===== src/rtl/mdac_pkg.sv =====
`timescale 1ns / 1ps

package mdac_pkg;

    localparam int LEVEL_W  = 17;
    localparam int ACC_W    = 48;
    localparam int FRAC_W   = 24;
    localparam int COEFF_W  = 24;
    localparam int SAMPLE_W = 16;
    localparam int YQ_W     = 25;

    localparam logic [COEFF_W-1:0] HP_COEFF_RESET = 24'd16771727;

    // Input word opcodes
    typedef enum logic [2:0] {
        ACT_U8_WR  = 3'd0,
        ACT_S8_WR  = 3'd1,
        ACT_U16_WR = 3'd2,
        ACT_RAW_WR = 3'd3,
        ACT_S16_WR = 3'd4,
        ACT_TICK   = 3'd5
    } action_t;

    // Per-channel state write strobes
    typedef struct packed {
        logic level_we;
        logic dc_set;
        logic filt_we;
    } chan_wr_t;

    // Per-channel state read back at the addressed channel
    typedef struct packed {
        logic signed [LEVEL_W-1:0] level;
        logic                      dc_on;
        logic signed [LEVEL_W-1:0] xprev;
        logic signed [ACC_W-1:0]   acc;
    } chan_rd_t;

    // Clamp to the signed 16-bit sample range
    function automatic logic signed [SAMPLE_W-1:0] sat16(input logic signed [YQ_W-1:0] v);
        if (v > 25'sd32767) begin
            return 16'sh7fff;
        end else if (v < -25'sd32768) begin
            return 16'sh8000;
        end else begin
            return v[SAMPLE_W-1:0];
        end
    endfunction

endpackage


===== src/rtl/multichannel_dac_with_dc_blocker_unit.sv =====
`timescale 1ns / 1ps
// Path: a tick word is captured in the input register, then in the result register, and shows on m_*.
// Throughput: one word per cycle while the result register is not stalled; the per-channel
// state read, filter update and write-back happen between the input and result registers.
// Reset: aresetn is synchronous, active low; it clears all channel state, both
// pipeline valids, and loads the default pole coefficient.

module multichannel_dac_with_dc_blocker_unit import mdac_pkg::*; #(
    parameter int NUM_CHANNELS = 8
) (
    input  logic                       aclk,
    input  logic                       aresetn,
    // configuration
    input  logic                       cfg_wr_en,
    input  logic [COEFF_W-1:0]         cfg_wr_data,
    // input words
    input  logic                       s_valid,
    output logic                       s_ready,
    input  logic [2:0]                 s_action,
    input  logic [2:0]                 s_channel_sel,
    input  logic [15:0]                s_write_data,
    // output samples
    output logic                       m_valid,
    input  logic                       m_ready,
    output logic [2:0]                 m_sample_channel,
    output logic signed [SAMPLE_W-1:0] m_sample_value
);

    localparam int IDX_W = (NUM_CHANNELS > 1) ? $clog2(NUM_CHANNELS) : 1;
    localparam int CH_EXT_W = (IDX_W > 3) ? IDX_W : 3;

    logic [COEFF_W-1:0]         coeff_reg;
    logic                       in_vld_reg;
    logic [2:0]                 in_act_reg;
    logic [2:0]                 in_ch_reg;
    logic [15:0]                in_data_reg;
    logic                       out_vld_reg;
    logic                       out_vld_next;
    logic [2:0]                 out_ch_reg;
    logic signed [SAMPLE_W-1:0] out_val_reg;

    logic [CH_EXT_W-1:0]        ch_ext;
    logic [IDX_W-1:0]           idx;
    logic                       in_range;
    logic signed [LEVEL_W-1:0]  dec_level;
    logic                       dec_level_we;
    logic                       dec_dc_set;
    logic                       dec_tick;
    logic                       emit;
    logic                       out_free;
    logic                       stage_adv;
    chan_wr_t                   wr;
    chan_rd_t                   rd;
    logic signed [ACC_W-1:0]    acc_new;
    logic signed [SAMPLE_W-1:0] hp_y;
    logic signed [SAMPLE_W-1:0] sample;

    // pole coefficient
    always_ff @(posedge aclk) begin
        if (!aresetn) begin
            coeff_reg <= HP_COEFF_RESET;
        end else if (cfg_wr_en) begin
            coeff_reg <= cfg_wr_data;
        end
    end

    // handshake: the stage moves unless a sample has nowhere to go
    assign ch_ext    = CH_EXT_W'(in_ch_reg);
    assign idx       = ch_ext[IDX_W-1:0];
    assign in_range  = 32'(in_ch_reg) < NUM_CHANNELS;
    assign emit      = in_range && dec_tick;
    assign out_free  = !out_vld_reg || m_ready;
    assign stage_adv = in_vld_reg && (!emit || out_free);
    assign s_ready   = !in_vld_reg || stage_adv;

    // input register
    always_ff @(posedge aclk) begin
        if (!aresetn) begin
            in_vld_reg <= 1'b0;
        end else if (s_ready) begin
            in_vld_reg <= s_valid;
        end
    end

    always_ff @(posedge aclk) begin
        if (s_valid && s_ready) begin
            in_act_reg  <= s_action;
            in_ch_reg   <= s_channel_sel;
            in_data_reg <= s_write_data;
        end
    end

    mdac_level_dec u_dec (
        .action     (in_act_reg),
        .write_data (in_data_reg),
        .level      (dec_level),
        .level_we   (dec_level_we),
        .dc_set     (dec_dc_set),
        .tick       (dec_tick)
    );

    // state write strobes
    assign wr.level_we = stage_adv && in_range && dec_level_we;
    assign wr.dc_set   = stage_adv && in_range && dec_dc_set;
    assign wr.filt_we  = stage_adv && emit && rd.dc_on;

    mdac_chan_state #(
        .NUM_CHANNELS (NUM_CHANNELS),
        .IDX_W        (IDX_W)
    ) u_state (
        .aclk     (aclk),
        .aresetn  (aresetn),
        .idx      (idx),
        .wr       (wr),
        .level_in (dec_level),
        .xprev_in (rd.level),
        .acc_in   (acc_new),
        .rd       (rd)
    );

    mdac_hp_step u_hp (
        .coeff   (coeff_reg),
        .acc_in  (rd.acc),
        .x       (rd.level),
        .xprev   (rd.xprev),
        .acc_out (acc_new),
        .y       (hp_y)
    );

    // filtered or plain held level
    assign sample = rd.dc_on ? hp_y
                             : sat16({{(YQ_W-LEVEL_W){rd.level[LEVEL_W-1]}}, rd.level});

    // result register
    assign out_vld_next = (out_vld_reg && !m_ready) || (stage_adv && emit);

    always_ff @(posedge aclk) begin
        if (!aresetn) begin
            out_vld_reg <= 1'b0;
        end else begin
            out_vld_reg <= out_vld_next;
        end
    end

    always_ff @(posedge aclk) begin
        if (stage_adv && emit) begin
            out_ch_reg  <= in_ch_reg;
            out_val_reg <= sample;
        end
    end

    assign m_valid          = out_vld_reg;
    assign m_sample_channel = out_ch_reg;
    assign m_sample_value   = out_val_reg;

endmodule


===== src/rtl/mdac_level_dec.sv =====
`timescale 1ns / 1ps

module mdac_level_dec import mdac_pkg::*; (
    input  logic [2:0]                action,
    input  logic [15:0]               write_data,
    output logic signed [LEVEL_W-1:0] level,
    output logic                      level_we,
    output logic                      dc_set,
    output logic                      tick
);

    action_t    act;
    logic [7:0] b;

    assign act = action_t'(action);
    assign b   = write_data[7:0];

    // Map each write format onto the 17-bit signed held level
    always_comb begin
        level    = '0;
        level_we = 1'b0;
        dc_set   = 1'b0;
        tick     = 1'b0;
        case (act)
            ACT_U8_WR: begin
                // (b*257)/2
                level    = {2'b00, b, b[7:1]};
                level_we = 1'b1;
            end
            ACT_S8_WR: begin
                // b*257 - 0x8000
                level    = {~b[7], ~b[7], b[6:0], b};
                level_we = 1'b1;
            end
            ACT_U16_WR: begin
                level    = {2'b00, write_data[15:1]};
                level_we = 1'b1;
            end
            ACT_RAW_WR: begin
                level    = {1'b0, write_data};
                level_we = 1'b1;
                dc_set   = 1'b1;
            end
            ACT_S16_WR: begin
                level    = {~write_data[15], ~write_data[15], write_data[14:0]};
                level_we = 1'b1;
            end
            ACT_TICK: begin
                tick = 1'b1;
            end
            default: begin
                // undefined opcodes do nothing
                tick = 1'b0;
            end
        endcase
    end

endmodule


===== src/rtl/mdac_hp_step.sv =====
`timescale 1ns / 1ps

module mdac_hp_step import mdac_pkg::*; (
    input  logic [COEFF_W-1:0]         coeff,
    input  logic signed [ACC_W-1:0]    acc_in,
    input  logic signed [LEVEL_W-1:0]  x,
    input  logic signed [LEVEL_W-1:0]  xprev,
    output logic signed [ACC_W-1:0]    acc_out,
    output logic signed [SAMPLE_W-1:0] y
);

    logic                     neg;
    logic [ACC_W-1:0]         mag;
    logic [FRAC_W-1:0]        hi;
    logic [FRAC_W-1:0]        lo;
    logic [ACC_W-1:0]         p_hi;
    logic [ACC_W-1:0]         p_lo;
    logic [ACC_W-1:0]         prod;
    logic signed [ACC_W:0]    sprod;
    logic signed [LEVEL_W:0]  diff;
    logic signed [ACC_W+1:0]  sum;
    logic [ACC_W-1:0]         amag;
    logic [FRAC_W-1:0]        q;
    logic signed [YQ_W-1:0]   yq;

    // R * acc on the magnitude, split into two 24x24 products
    assign neg  = acc_in[ACC_W-1];
    assign mag  = neg ? (ACC_W'(0) - ACC_W'(acc_in)) : ACC_W'(acc_in);
    assign hi   = mag[ACC_W-1:FRAC_W];
    assign lo   = mag[FRAC_W-1:0];
    assign p_hi = ACC_W'(hi) * ACC_W'(coeff);
    assign p_lo = ACC_W'(lo) * ACC_W'(coeff);
    assign prod = p_hi + {{(ACC_W-FRAC_W){1'b0}}, p_lo[ACC_W-1:FRAC_W]};

    // sign back, then add the input step scaled by 2^24
    assign sprod = neg ? -$signed({1'b0, prod}) : $signed({1'b0, prod});
    assign diff  = {x[LEVEL_W-1], x} - {xprev[LEVEL_W-1], xprev};
    assign sum   = {sprod[ACC_W], sprod}
                 + {{(ACC_W+2-(LEVEL_W+1)-FRAC_W){diff[LEVEL_W]}}, diff, {FRAC_W{1'b0}}};

    // clamp to the signed 48-bit accumulator range
    always_comb begin
        if (sum[ACC_W+1:ACC_W-1] == 3'b000 || sum[ACC_W+1:ACC_W-1] == 3'b111) begin
            acc_out = sum[ACC_W-1:0];
        end else if (sum[ACC_W+1]) begin
            acc_out = {1'b1, {(ACC_W-1){1'b0}}};
        end else begin
            acc_out = {1'b0, {(ACC_W-1){1'b1}}};
        end
    end

    // drop the fraction toward zero, then clamp to 16 bits
    assign amag = acc_out[ACC_W-1] ? (ACC_W'(0) - ACC_W'(acc_out)) : ACC_W'(acc_out);
    assign q    = amag[ACC_W-1:FRAC_W];
    assign yq   = acc_out[ACC_W-1] ? -$signed({1'b0, q}) : $signed({1'b0, q});
    assign y    = sat16(yq);

endmodule


===== src/rtl/mdac_chan_state.sv =====
`timescale 1ns / 1ps

module mdac_chan_state import mdac_pkg::*; #(
    parameter int NUM_CHANNELS = 8,
    parameter int IDX_W        = 3
) (
    input  logic                      aclk,
    input  logic                      aresetn,
    input  logic [IDX_W-1:0]          idx,
    input  chan_wr_t                  wr,
    input  logic signed [LEVEL_W-1:0] level_in,
    input  logic signed [LEVEL_W-1:0] xprev_in,
    input  logic signed [ACC_W-1:0]   acc_in,
    output chan_rd_t                  rd
);

    logic signed [LEVEL_W-1:0] level_reg [NUM_CHANNELS];
    logic                      dc_on_reg [NUM_CHANNELS];
    logic signed [LEVEL_W-1:0] xprev_reg [NUM_CHANNELS];
    logic signed [ACC_W-1:0]   acc_reg   [NUM_CHANNELS];

    // read side at the addressed channel
    assign rd.level = level_reg[idx];
    assign rd.dc_on = dc_on_reg[idx];
    assign rd.xprev = xprev_reg[idx];
    assign rd.acc   = acc_reg[idx];

    // channel state, cleared on reset
    always_ff @(posedge aclk) begin
        if (!aresetn) begin
            for (int i = 0; i < NUM_CHANNELS; i++) begin
                level_reg[i] <= '0;
                dc_on_reg[i] <= 1'b0;
                xprev_reg[i] <= '0;
                acc_reg[i]   <= '0;
            end
        end else begin
            if (wr.level_we) begin
                level_reg[idx] <= level_in;
            end
            if (wr.dc_set) begin
                dc_on_reg[idx] <= 1'b1;
            end
            if (wr.filt_we) begin
                xprev_reg[idx] <= xprev_in;
                acc_reg[idx]   <= acc_in;
            end
        end
    end

endmodule


===== config.mk =====
export PLATFORM = sky130hd
export DESIGN_NAME = multichannel_dac_with_dc_blocker_unit
export DESIGN_NICKNAME = d
export VERILOG_FILES = /design/src/rtl/mdac_pkg.sv /design/src/rtl/multichannel_dac_with_dc_blocker_unit.sv /design/src/rtl/mdac_level_dec.sv /design/src/rtl/mdac_hp_step.sv /design/src/rtl/mdac_chan_state.sv
export SDC_FILE = /design/constraint.sdc
export NUM_CORES = 2
export LEC_CHECK = 0
export BUFFER_PORTS_ARGS = -buffer_cell sky130_fd_sc_hd__clkbuf_2
export CORE_MARGIN = 3
export CORE_UTILIZATION = 35
export DETAILED_ROUTE_END_ITERATION = 8
export GPL_TIMING_DRIVEN = 0
export PLACE_DENSITY_LB_ADDON = 0.1
export SETUP_SLACK_MARGIN = 0.02
export SYNTH_ARGS = -nofsm -noshare
export SYNTH_HDL_FRONTEND = slang
export SYNTH_SLANG_ARGS = --single-unit
export TNS_END_PERCENT = 100

===== constraint.sdc =====
create_clock -name aclk -period 19.8 [get_ports aclk]
set_input_delay 3.96 -clock aclk [delete_from_list [all_inputs] [get_ports aclk]]
set_output_delay 3.96 -clock aclk [all_outputs]
set_load 0.02 [all_outputs]

==> impl_results.rst <==
.. list-table::
   :header-rows: 1

   * - Metric
     - Value
   * - Highest clock rate
     - 0.0459 GHz
   * - Avg Cell Area, Syn
     - 10.3 um2
   * - Source-to-sink clock delay at the later pin of the worst-skew pair
     - 740 ps
   * - Warning count from the yosys run
     - 0
   * - Core Box Area
     - 210,000 um2
   * - Sink count of the clock tree
     - 734
   * - Worst Tran Pin Value
     - 1460 ps
   * - Area of combinational cells with multiple inputs
     - 49,300 um2
   * - Most frequent cell on the critical path
     - sky130_fd_sc_hd__fa_1
   * - Area fraction of the dominant cell type after synthesis
     - 28.2%
   * - Final instance area
     - 86,200 um2
   * - Clock tree from TritonCTS
     - built
   * - EDFF count, synth
     - 697
   * - DP Wirelength
     - 211 mm
   * - Part of the cycle the worst path needs
     - 110%
   * - Nets in the synthesized netlist
     - 8,644
   * - Number of synthesized register bits
     - 734
   * - Post-DR vias/cell
     - 5.18
   * - Maximum number of pins on one net before global-route repair
     - 45
   * - CTS root buf
     - sky130_fd_sc_hd__clkbuf_16
   * - Setup violation total in the final timing report
     - 16
   * - H-tree depth
     - 3
   * - Type of element launching the critical path
     - flip-flop
   * - # port buffers
     - 69
   * - Total routing resource utilization after global routing
     - 25.3%
   * - Combined area of all synthesized cells
     - 74,300 um2
   * - Mean routed wirelength per cell
     - 26.2 um
   * - Worst-case clock buffer depth
     - 3
   * - Clock buffers created by TritonCTS
     - 84
   * - Unrepaired setup endpoints after global routing
     - yes
   * - Minimum setup slack among reg-to-reg paths
     - -2000 ps
   * - Overall die area
     - 218,000 um2
   * - Buf+Inv Stages, Crit Path
     - 12
   * - Final count of hold timing violations
     - 0
   * - CP endpoint
     - m_sample_value[11]
   * - DRT Pass-1 Iters
     - 6
   * - Path length in cells of the critical path
     - 86
   * - Synth Flop Type
     - sky130_fd_sc_hd__edfxtp_1
   * - Total number of vias
     - 54,000
   * - Clock transition at path regs
     - 60 ps
   * - Via count of the first global-routing pass
     - 57,700
   * - Wire length of the first global-routing pass
     - 401 mm
   * - Sequential area share after synthesis
     - 29.2%
   * - Critical path endpoint category
     - flip-flop
   * - Chip Height
     - 467 um
   * - Worst-path maximum fanout
     - 7
   * - Cell area after placement
     - 79,100 um2
   * - Tmin final
     - 21,800 ps
   * - Starting utilization of the core area
     - 35.3%
   * - Area grow syn2layout
     - 16.0%
   * - Final critical-path setup slack
     - -2000 ps
   * - Width of the die
     - 467 um
   * - Clk_skew
     - 56.3 ps
   * - Storage cell area
     - 21,700 um2
   * - Hold Crit Start
     - ch_ext[1]
   * - Maxcap violations
     - 1
   * - Required time of the worst setup path
     - 20,250 ps
   * - Number of different library cells in the post-synthesis netlist
     - 103
   * - Cells on worst reg2reg path
     - 86
   * - Largest incremental delay on the critical path
     - 630 ps
   * - First DRT Iteration DRCs
     - 4,063
   * - Share of flip-flops with an asynchronous set or reset
     - 0%
   * - Ratio of cells with drive above 1 in the final layout
     - 13.9%
   * - Num ports
     - 72
   * - Placer's final routability congestion estimate
     - 0.931
   * - Leading post-synthesis cells by cell area
     - sky130_fd_sc_hd__edfxtp_1 (28%), sky130_fd_sc_hd__fa_1 (27%), sky130_fd_sc_hd__ha_1 (6.7%)
   * - Critical path's slowest cell
     - sky130_fd_sc_hd__fa_2
   * - Yosys top cell by area
     - sky130_fd_sc_hd__edfxtp_1
   * - Top delay family on crit path
     - compound AO/OA/AOI/OAI gates
   * - Remaining design rule violation count
     - 0
   * - Filler cell count in the final layout
     - 20,600
   * - Result of the run
     - finished, violations left
   * - Final Slew Violations
     - 1
   * - Cts-stage hold buffer count
     - 0
   * - Initial antenna violation count
     - 13
   * - Data arrival time at the worst-slack endpoint
     - 22,260 ps
   * - Flip-flop count of the largest register after layout
     - 384
   * - Violated checks
     - max-capacitance violations, max-slew violations, negative setup slack
   * - Pre-CTS setup slack
     - -6430 ps
   * - # nets final
     - 8,992
   * - Drt total wl
     - 273 mm
   * - Terminus of the critical flop-to-flop path
     - m_sample_value[11]
   * - Remaining number of nets flagged by the antenna check after routing
     - 0
   * - Overall overflow remaining after global route
     - 0
   * - Gate count after technology mapping
     - 7,208
   * - Type of the worst setup path
     - reg -> reg
   * - Final Core Density
     - 41.0%
   * - Number of cell rows
     - 168
   * - Worst Hold Class
     - reg -> reg
   * - Max_slew headroom
     - -0.315%
-- metal layers --
metal	part of all wire (%)	wire length [um]	vias to the layer above	track usage, %
li1	-	-	23700	-
met5	0.0048	13	-	0
met3	5.4	14800	404	3.42
met4	4.1	11300	2	8.82
met2	48	130000	1643	42.4
met1	43	117000	28200	33.6
-- per-stage QoR --
step,setup TNS [ps],cells,hold slack (ps)
5_1_grt,-149570,10400,483
3_3_place_gp,-1549090,10100,451
4_1_cts,-42970,10400,464
6_report,-29910,10400,459
2_1_floorplan,0,7208,424
3_5_place_dp,-1521900,10100,446
-- how the worst min path moves through the flow --
stage | endpoint | slack (ps) | depth (start not counted)
final | m_sample_channel[1] | 460 | 0
after global routing | m_sample_channel[0] | 480 | 0
after CTS | m_sample_channel[1] | 460 | 0
after global placement | m_sample_channel[1] | 450 | 0
after detailed placement | m_sample_channel[0] | 450 | 0
after floorplan | m_sample_channel[0] | 420 | 0
-- logic make-up after synthesis --
logic type / synth area share, %
simple gates: 15.2
buf+inv: 8.04
xor+xnor: 2.60
compound gates: 4.92
fa+ha+maj: 33.3
flops: 29.2
mux: 6.82
-- synth_stat cells, types with 5 or more instances --
library cell	number
sky130_fd_sc_hd__or2_2	14
sky130_fd_sc_hd__nor4_1	16
sky130_fd_sc_hd__nor3_1	37
sky130_fd_sc_hd__a211oi_1	11
sky130_fd_sc_hd__nand2_1	813
sky130_fd_sc_hd__a21oi_1	173
sky130_fd_sc_hd__mux2_2	11
sky130_fd_sc_hd__a41oi_1	8
sky130_fd_sc_hd__edfxtp_1	697
sky130_fd_sc_hd__mux2i_1	120
sky130_fd_sc_hd__a21boi_0	7
sky130_fd_sc_hd__clkbuf_1	333
sky130_fd_sc_hd__or3_1	15
sky130_fd_sc_hd__o21ai_1	18
sky130_fd_sc_hd__nor4b_1	7
sky130_fd_sc_hd__nor2b_1	47
sky130_fd_sc_hd__nand4_1	18
sky130_fd_sc_hd__and3_1	27
sky130_fd_sc_hd__a221oi_1	5
sky130_fd_sc_hd__nor2_1	806
sky130_fd_sc_hd__o31ai_1	17
sky130_fd_sc_hd__a22o_1	7
sky130_fd_sc_hd__dfxtp_1	37
sky130_fd_sc_hd__a31oi_1	24
sky130_fd_sc_hd__buf_2	18
sky130_fd_sc_hd__ha_1	398
sky130_fd_sc_hd__mux4_2	166
sky130_fd_sc_hd__buf_1	60
sky130_fd_sc_hd__inv_1	1161
sky130_fd_sc_hd__o211ai_1	19
sky130_fd_sc_hd__o21a_1	23
sky130_fd_sc_hd__xnor2_1	143
sky130_fd_sc_hd__fa_1	987
sky130_fd_sc_hd__o21bai_1	14
sky130_fd_sc_hd__xor2_1	76
sky130_fd_sc_hd__nand3_1	47
sky130_fd_sc_hd__and2_1	528
sky130_fd_sc_hd__a21o_1	43
sky130_fd_sc_hd__a22oi_1	11
sky130_fd_sc_hd__nand2b_1	22
sky130_fd_sc_hd__o21ai_0	104
-- timing repair --
item                       in CTS  in global routing
resized for setup             455                210
gates cloned                    3                  1
buffers inserted              147                 43
setup endpoints to repair     400                400
pin swaps                     120                102
-- layout make-up --
cell class | count | area share (%)
Multi-Input combinational cell | 4899 | 57.2
Sequential cell | 734 | 25.1
Inverter | 1161 | 5.06
Antenna cell | 6 | 0.0174
Clock buffer | 110 | 2.60
Tap cell | 2805 | 4.07
Buffer | 401 | 2.84
Timing Repair Buffer | 275 | 2.69
Clock inverter | 40 | 0.422
-- layout by cell type (no fill, tap or decap), drive strengths merged, types with 39 or more instances in the layout --
cell | Yosys | routed
nor2b | 47 | 47
and2 | 529 | 529
nor3 | 39 | 39
a21o | 43 | 43
inv | 1161 | 1166
mux2i | 120 | 120
nor2 | 807 | 807
ha | 398 | 398
buf | 83 | 298
nand3 | 47 | 47
fa | 987 | 987
mux4 | 166 | 166
clkbuf | 333 | 488
xnor2 | 144 | 144
nand2 | 813 | 813
a21oi | 177 | 178
o21ai | 125 | 126
xor2 | 76 | 76
edfxtp | 697 | 697
Power is not shown: default switching activity piles up to over one toggle a cycle in this logic, so the estimate is an artifact.
